**config.mk**
```make
export PLATFORM = sky130hd
export DESIGN_NAME = overcurrent_trip_and_switch_control
export DESIGN_NICKNAME = d
export VERILOG_FILES = /design/src/rtl/ocp_pkg.sv /design/src/rtl/ocp_chan.sv /design/src/rtl/ocp_cmd.sv /design/src/rtl/overcurrent_trip_and_switch_control.sv
export SDC_FILE = /design/constraint.sdc
export NUM_CORES = 1
export LEC_CHECK = 0
export BUFFER_PORTS_ARGS = -buffer_cell sky130_fd_sc_hd__buf_4
export CAP_MARGIN = 20
export CORE_UTILIZATION = 55
export CTS_BUF_LIST = sky130_fd_sc_hd__clkbuf_16
export DETAILED_ROUTE_END_ITERATION = 10
export PLACE_DENSITY_LB_ADDON = 0.25
export SLEW_MARGIN = 20
export SYNTH_ARGS = -nofsm -noshare
export SYNTH_HDL_FRONTEND = slang
export SYNTH_HIERARCHICAL = 1
export SYNTH_SLANG_ARGS = --single-unit
```
**constraint.sdc**
```tcl
create_clock -name aclk -period 3.45 [get_ports aclk]
set_input_delay 0.345 -clock aclk [delete_from_list [all_inputs] [get_ports aclk]]
set_output_delay 0.345 -clock aclk [all_outputs]
set_load 0.005 [all_outputs]
```
**src/rtl/ocp_pkg.sv**
```systemverilog
// ----------------------------------------------------------------------------
// ocp_pkg: shared types and constants for overcurrent trip and switch control
// Register map, switch command codes, counter width and the channel
// interface structs.
// ----------------------------------------------------------------------------
package ocp_pkg;

    // Counter width of the debounce and recovery counters (8..32).
    localparam int CNT_W = 16;
    localparam int REG_W = 16;
    localparam int CUR_W = 16;
    // Compare width covering both a counter and a register value.
    localparam int CMP_W = (CNT_W > REG_W) ? CNT_W : REG_W;

    // Configuration register indexes
    localparam int          CFG_IDX_W           = 3;
    localparam logic [2:0]  REG_CHARGE_LIMIT    = 3'd0;
    localparam logic [2:0]  REG_CHARGE_DEB      = 3'd1;
    localparam logic [2:0]  REG_DISCHARGE_LIMIT = 3'd2;
    localparam logic [2:0]  REG_DISCHARGE_DEB   = 3'd3;
    localparam logic [2:0]  REG_RECOVERY_TICKS  = 3'd4;

    // Reset values of the configuration registers
    localparam logic [REG_W-1:0] RST_LIMIT    = 16'd65535;
    localparam logic [REG_W-1:0] RST_DEBOUNCE = 16'd100;
    localparam logic [REG_W-1:0] RST_RECOVERY = 16'd3000; // 30 s of 10 ms ticks

    // Switch command codes
    localparam logic [1:0] CMD_NONE = 2'd0;
    localparam logic [1:0] CMD_OFF  = 2'd1;
    localparam logic [1:0] CMD_ON   = 2'd2;

    typedef struct packed {
        logic [REG_W-1:0] limit;
        logic [REG_W-1:0] debounce;
    } chan_cfg_t;

    typedef struct packed {
        logic tripped;      // fault before this tick
        logic tripped_next; // fault after this tick
    } chan_stat_t;

    typedef struct packed {
        logic [1:0] chg_cmd;
        logic [1:0] dsg_cmd;
        logic       chg_log;
        logic       dsg_log;
    } cmd_out_t;

endpackage

```
**src/rtl/ocp_chan.sv**
```systemverilog
// ----------------------------------------------------------------------------
// ocp_chan: one overcurrent channel
// Up/down trip debounce counter, tripped flag and recovery counter.
// ----------------------------------------------------------------------------
module ocp_chan
    import ocp_pkg::*;
(
    input  logic             aclk,
    input  logic             aresetn,
    input  logic             tick,          // apply one tick this cycle
    input  logic [CUR_W-1:0] current,
    input  chan_cfg_t        cfg,
    input  logic [REG_W-1:0] recovery_ticks,
    output chan_stat_t       stat
);

    logic             tripped_reg,  tripped_next;
    logic [CNT_W-1:0] debounce_reg, debounce_next;
    logic [CNT_W-1:0] recovery_reg, recovery_next;

    always_comb begin
        tripped_next  = tripped_reg;
        debounce_next = debounce_reg;
        recovery_next = recovery_reg;
        if (tick) begin
            if (!tripped_reg) begin
                if (current > cfg.limit) begin
                    if (CMP_W'(cfg.debounce) <= CMP_W'(debounce_reg)) begin
                        debounce_next = '0;
                        tripped_next  = 1'b1;
                    end else begin
                        debounce_next = debounce_reg + CNT_W'(1);
                    end
                end else if (debounce_reg != '0) begin
                    debounce_next = debounce_reg - CNT_W'(1);
                end
            end else begin
                if (CMP_W'(recovery_ticks) <= CMP_W'(recovery_reg)) begin
                    recovery_next = '0;
                    tripped_next  = 1'b0;
                end else begin
                    recovery_next = recovery_reg + CNT_W'(1);
                end
            end
        end
    end

    always_ff @(posedge aclk) begin
        if (!aresetn) begin
            tripped_reg  <= 1'b0;
            debounce_reg <= '0;
            recovery_reg <= '0;
        end else begin
            tripped_reg  <= tripped_next;
            debounce_reg <= debounce_next;
            recovery_reg <= recovery_next;
        end
    end

    assign stat.tripped      = tripped_reg;
    assign stat.tripped_next = tripped_next;

`ifndef SYNTHESIS
    a_trip_clears_debounce: assert property (@(posedge aclk) disable iff (!aresetn)
        tripped_reg |-> (debounce_reg == '0))
        else $error("debounce count nonzero while tripped");

    a_idle_recovery_zero: assert property (@(posedge aclk) disable iff (!aresetn)
        !tripped_reg |-> (recovery_reg == '0))
        else $error("recovery count nonzero while not tripped");

    a_change_needs_tick: assert property (@(posedge aclk) disable iff (!aresetn)
        !tick |=> $stable(tripped_reg))
        else $error("tripped flag changed without a tick");
`endif

endmodule

```
**src/rtl/ocp_cmd.sv**
```systemverilog
// ----------------------------------------------------------------------------
// ocp_cmd: switch command and fault log logic
// Turns fault edges and over-temperature changes into switch commands.
// ----------------------------------------------------------------------------
module ocp_cmd
    import ocp_pkg::*;
(
    input  logic       aclk,
    input  logic       aresetn,
    input  logic       tick,
    input  logic       over_temp,
    input  chan_stat_t chg,
    input  chan_stat_t dsg,
    output cmd_out_t   cmd
);

    logic heat_reg, heat_next;

    always_comb begin
        cmd       = '{chg_cmd: CMD_NONE, dsg_cmd: CMD_NONE, chg_log: 1'b0, dsg_log: 1'b0};
        heat_next = heat_reg;
        if (tick) begin
            if (!chg.tripped && chg.tripped_next) begin
                cmd.chg_log = 1'b1;
                cmd.chg_cmd = CMD_OFF;
            end else if (chg.tripped && !chg.tripped_next) begin
                cmd.chg_cmd = CMD_ON;
            end
            if (!dsg.tripped && dsg.tripped_next) begin
                cmd.dsg_log = 1'b1;
                cmd.dsg_cmd = CMD_OFF;
            end else if (dsg.tripped && !dsg.tripped_next) begin
                cmd.dsg_cmd = CMD_ON;
            end
            // the onset and the end of over-temperature override the fault commands
            if (!heat_reg) begin
                if (over_temp) begin
                    cmd.chg_cmd = CMD_OFF;
                    cmd.dsg_cmd = CMD_OFF;
                    heat_next   = 1'b1;
                end
            end else if (!over_temp) begin
                priority if (dsg.tripped_next) begin
                    cmd.chg_cmd = CMD_ON;
                end else if (chg.tripped_next) begin
                    cmd.dsg_cmd = CMD_ON;
                end else begin
                    cmd.chg_cmd = CMD_ON;
                    cmd.dsg_cmd = CMD_ON;
                end
                heat_next = 1'b0;
            end
        end
    end

    always_ff @(posedge aclk) begin
        if (!aresetn) begin
            heat_reg <= 1'b0;
        end else begin
            heat_reg <= heat_next;
        end
    end

endmodule

```
**src/rtl/overcurrent_trip_and_switch_control.sv**
```systemverilog
// ----------------------------------------------------------------------------
// overcurrent_trip_and_switch_control: charge/discharge overcurrent trip
// Per 10 ms tick debounce, trip, recovery and switch command generation.
// ----------------------------------------------------------------------------
//
//  channel  | dir | beat contents
//  ---------+-----+-----------------------------------------------------------
//  s_axis   | in  | one tick: currents, over-temp flag; tuser = tick due
//  m_axis   | out | one result per beat: faults, switch commands, log pulses
//  cfg      | in  | register write: 0..4 limits, debounce, recovery ticks
//
//  Throughput: one beat per cycle while the result is not stalled. Path:
//  input register, then result register; the tick's state update happens
//  when the beat moves from the input register to the result register.
//  Reset: aresetn synchronous, active low; clears all channel state and
//  loads the register defaults.
//  Stalls: the input register holds one beat while the result is stalled,
//  so s_tready drops only when both stages are full.
// ----------------------------------------------------------------------------
module overcurrent_trip_and_switch_control
    import ocp_pkg::*;
(
    input  logic                 aclk,
    input  logic                 aresetn,
    // input stream
    input  logic                 s_tvalid,
    output logic                 s_tready,
    // [15:0] charge_current, [31:16] discharge_current, [32] over_temp
    input  logic [39:0]          s_tdata,
    // [0] tick_due
    input  logic                 s_tuser,
    // result stream
    output logic                 m_tvalid,
    input  logic                 m_tready,
    // [0] charge_fault, [1] discharge_fault, [3:2] charge_switch_cmd,
    // [5:4] discharge_switch_cmd, [6] charge_fault_logged,
    // [7] discharge_fault_logged
    output logic [7:0]           m_tdata,
    // configuration writes
    input  logic                 cfg_wr_en,
    input  logic [CFG_IDX_W-1:0] cfg_addr,
    input  logic [REG_W-1:0]     cfg_wdata
);

    // configuration registers
    chan_cfg_t        chg_cfg_reg, dsg_cfg_reg;
    logic [REG_W-1:0] recovery_reg;

    always_ff @(posedge aclk) begin
        if (!aresetn) begin
            chg_cfg_reg  <= '{limit: RST_LIMIT, debounce: RST_DEBOUNCE};
            dsg_cfg_reg  <= '{limit: RST_LIMIT, debounce: RST_DEBOUNCE};
            recovery_reg <= RST_RECOVERY;
        end else if (cfg_wr_en) begin
            case (cfg_addr)
                REG_CHARGE_LIMIT:    chg_cfg_reg.limit    <= cfg_wdata;
                REG_CHARGE_DEB:      chg_cfg_reg.debounce <= cfg_wdata;
                REG_DISCHARGE_LIMIT: dsg_cfg_reg.limit    <= cfg_wdata;
                REG_DISCHARGE_DEB:   dsg_cfg_reg.debounce <= cfg_wdata;
                REG_RECOVERY_TICKS:  recovery_reg         <= cfg_wdata;
                default: ;           // unmapped index: write dropped
            endcase
        end
    end

    // input register
    logic             in_valid_reg;
    logic             tick_due_reg;
    logic [CUR_W-1:0] chg_cur_reg, dsg_cur_reg;
    logic             over_temp_reg;

    logic out_free;   // result register can take a beat this cycle
    logic advance;    // beat moves from input to result register
    logic tick;       // advancing beat carries a due tick

    assign out_free = !m_tvalid || m_tready;
    assign advance  = in_valid_reg && out_free;
    assign tick     = advance && tick_due_reg;
    assign s_tready = !in_valid_reg || out_free;

    always_ff @(posedge aclk) begin
        if (!aresetn) begin
            in_valid_reg <= 1'b0;
        end else if (s_tready) begin
            in_valid_reg <= s_tvalid;
        end
    end

    always_ff @(posedge aclk) begin
        if (s_tvalid && s_tready) begin
            tick_due_reg  <= s_tuser;
            chg_cur_reg   <= s_tdata[15:0];
            dsg_cur_reg   <= s_tdata[31:16];
            over_temp_reg <= s_tdata[32];
        end
    end

    // channels and command logic
    chan_stat_t chg_stat, dsg_stat;
    cmd_out_t   cmd;

    ocp_chan u_chg (
        .aclk           (aclk),
        .aresetn        (aresetn),
        .tick           (tick),
        .current        (chg_cur_reg),
        .cfg            (chg_cfg_reg),
        .recovery_ticks (recovery_reg),
        .stat           (chg_stat)
    );

    ocp_chan u_dsg (
        .aclk           (aclk),
        .aresetn        (aresetn),
        .tick           (tick),
        .current        (dsg_cur_reg),
        .cfg            (dsg_cfg_reg),
        .recovery_ticks (recovery_reg),
        .stat           (dsg_stat)
    );

    ocp_cmd u_cmd (
        .aclk      (aclk),
        .aresetn   (aresetn),
        .tick      (tick),
        .over_temp (over_temp_reg),
        .chg       (chg_stat),
        .dsg       (dsg_stat),
        .cmd       (cmd)
    );

    // result register; with no tick the faults pass through unchanged and
    // the commands read as none (tripped_next equals tripped then)
    logic       out_valid_reg;
    logic [7:0] out_data_reg;

    always_ff @(posedge aclk) begin
        if (!aresetn) begin
            out_valid_reg <= 1'b0;
        end else if (out_free) begin
            out_valid_reg <= in_valid_reg;
        end
    end

    always_ff @(posedge aclk) begin
        if (advance) begin
            out_data_reg <= {cmd.dsg_log, cmd.chg_log, cmd.dsg_cmd, cmd.chg_cmd,
                             dsg_stat.tripped_next, chg_stat.tripped_next};
        end
    end

    assign m_tvalid = out_valid_reg;
    assign m_tdata  = out_data_reg;

`ifndef SYNTHESIS
    a_log_has_fault: assert property (@(posedge aclk) disable iff (!aresetn)
        m_tvalid |-> !((m_tdata[6] && !m_tdata[0]) || (m_tdata[7] && !m_tdata[1])))
        else $error("fault logged but fault flag clear");

    a_cmd_code_valid: assert property (@(posedge aclk) disable iff (!aresetn)
        m_tvalid |-> ((m_tdata[3:2] == CMD_NONE) || (m_tdata[3:2] == CMD_OFF)
                      || (m_tdata[3:2] == CMD_ON))
                  && ((m_tdata[5:4] == CMD_NONE) || (m_tdata[5:4] == CMD_OFF)
                      || (m_tdata[5:4] == CMD_ON)))
        else $error("unused switch command code");

    a_hold_when_blocked: assert property (@(posedge aclk) disable iff (!aresetn)
        in_valid_reg && !out_free |=> in_valid_reg)
        else $error("input beat lost while result stalled");
`endif

endmodule
```
==> results.cfg <==
[run_status]
status = completed

[place]
dpl.hpwl_um = 20100
place.gp.congestion = 0.913
place_inst = 1548
io_buffers = 67
dp_slack_ps = 224

[timing]
worstMarginPinSlew_ps = 906
slew_viol_final = 0
clock_skew_ps = 19.6
tns_ps = 0
rsz0062_at_grt = false
fmax_mhz = 304
maxSlewHeadroom_pct = 39.6
setup_viol = 0
timing.final.crit_share_pct = 95.4
min_period_ps = 3290
hold_violations = 0
layout_setup_ws_ps = 157

[critical_path]
cp_slowest_cell = dfxtp_1
path_delay_family = simple AND/OR/NAND/NOR gates
crit_arrival_ps = 3480
crit_fanout = 7
end_kind = register
cp_num_buf_inv = 2
required_ps = 3630
start_kind = register
crit_chain = inv_1 > ha_1 > nand4_1 > nor4_1 > nand4_1 > o31a_2 > nor3_1 > a21oi_1 > nor2_1 > inv_1 > o21ai_0 > a21oi_1
slowest_delay_ps = 460
crit_type = reg -> reg

[clock_tree]
path_clk_slew_ps = 90
cts_tree = built
cts.sink_count = 191
cts_buffers = 17
hold_buffers = 0
cts_buffer_depth = 2
clk_latency_ps = 450
htreeDepth = 4
root_buffer = clkbuf_16

[power]
ir_worst_vdd_v = 0.000455
p_leak_uw = 0.00530
p_per_area_nw_per_um2 = 600

[global_route]
grtUsageTotal_pct = 26.3
grt.overflow.total = 0
antenna_found_initial = 0
first_global_vias = 8876
grt_pass1_wl_um = 44200
grt_max_degree = 48

[logic_synthesis]
synth_edf_count = 42
syn_inst = 1243
yosysUniqueCellTypes = 84
seq_area_frac_synth_pct = 37.6
ys_warn_count = 6
synth_ff_type = dfxtp_1
syn-num-nets = 1412
async_reset_ff_share_pct = 0
syn_area_um2 = 11300
ys_ff_latch = 191
syn_avg_cell_area_um2 = 9.08

[detailed_routing]
wl_per_cell_um = 17.3
ant_nets = 0
drc_errors = 0
firstDrtPassIters = 7
avgViaCountPerCell = 5.85
drt_iter0_drc = 625
routed_wl_um = 27300
route.vias.total = 9237

[finish]
nets = 1466
final_cells = 1580
drive_above_1_share_pct = 12.6
final_cell_mix = dfxtp_1, nand2_1, inv_1
syn2layout_area_growth_pct = 12.2
final_common_cell = dfxtp_1
n_antenna_cell = 0

[die]
num_io_pins = 75
die_w_um = 145
coreArea_um2 = 20200
die_h_um = 145
start_util_pct = 56.0
rows = 52
die_area_um2 = 21100

[job]
drv_cap = 0

[min_path]
hold_class = in -> reg
==> what timing repair did <==
| action | 4_1_cts | 5_1_grt |
|---|---|---|
| gates resized for setup | 0 | 2 |
| buffers inserted | 0 | 0 |
| endpoints found under the setup margin | 0 | 2 |
| hold endpoints to repair | 0 | 0 |
==> worst paths after layout <==
path                            slack (ps)  cells past startpoint              startpoint               to
worst max-delay path                   160                     12  u_dsg/debounce_reg[10]       m_tdata[2]
worst min-delay path                    70                      1             s_tdata[10]  chg_cur_reg[10]
worst max register to register         160                     12  u_dsg/debounce_reg[10]       m_tdata[2]
worst min register to register         460                      2          chg_cfg_reg[0]   chg_cfg_reg[0]
==> area by class of cell <==
class | instances | area, µm²
repair buffers | 96 | 721
flip-flops and latches | 191 | 4240
clock buffers | 17 | 425
fillers | 1762 | 7510
clock inverters | 15 | 199
inverters | 108 | 405
multi-input cells | 883 | 6330
well taps | 270 | 338
==> power by group <==
| group | switching (µW) | internal, µW | total (µW) |
|---|---|---|---|
| Combinational | 1750 | 1180 | 2930 |
| Clock | 1040 | 1010 | 2050 |
| Sequential | 174 | 2440 | 2620 |
| Total | 2970 | 4630 | 7600 |
==> per-stage QoR <==
step                total power (µW)  util, %  hold slack [ps]  instance area [µm²]
floorplan                       4800        -              435                11300
global placement                5460     59.6              444                12000
detailed placement              5530     59.6              448                12000
CTS                             7580     62.7             59.1                12700
global route                    8030     62.8             50.9                12700
finish                          7600     62.8             74.0                12700
==> synthesized netlist by cell type, drive strengths merged, types with 15 or more instances <==
| master | count | share of area (%) |
|---|---|---|
| nor4 | 21 | 1.3 |
| xnor2 | 35 | 2.7 |
| clkbuf | 35 | 1.2 |
| nand2 | 107 | 3.6 |
| nor3 | 37 | 1.7 |
| o21ai | 46 | 2.1 |
| nand3 | 36 | 1.6 |
| edfxtp | 42 | 11 |
| a21oi | 69 | 3.1 |
| nor2 | 65 | 2.3 |
| nand4 | 38 | 2.3 |
| a21o | 15 | 1.0 |
| nor2b | 72 | 4.0 |
| dfxtp | 149 | 26 |
| buf | 26 | 1.7 |
| inv | 107 | 3.6 |
| ha | 104 | 12 |
| mux2i | 82 | 7.3 |
| and3 | 19 | 1.1 |
==> cells by family after synthesis <==
family / share of synthesized area, %
flops: 37.6
xor+xnor: 2.79
fa+ha+maj: 11.6
compound gates: 13.0
simple gates: 21.2
buf+inv: 6.44
mux: 7.27
==> layer usage <==
| layer | share of wire [%] | wire [µm] | global-route usage, % | up-vias |
|---|---|---|---|---|
| met5 | 0 | 0 | 0 | - |
| met4 | 2.4 | 656 | 9.32 | 0 |
| met3 | 5.4 | 1480 | 4.47 | 47 |
| met2 | 47 | 12800 | 43.6 | 292 |
| met1 | 45 | 12400 | 34.4 | 4346 |
| li1 | - | - | - | 4552 |
(Power assumes the default switching activity.)
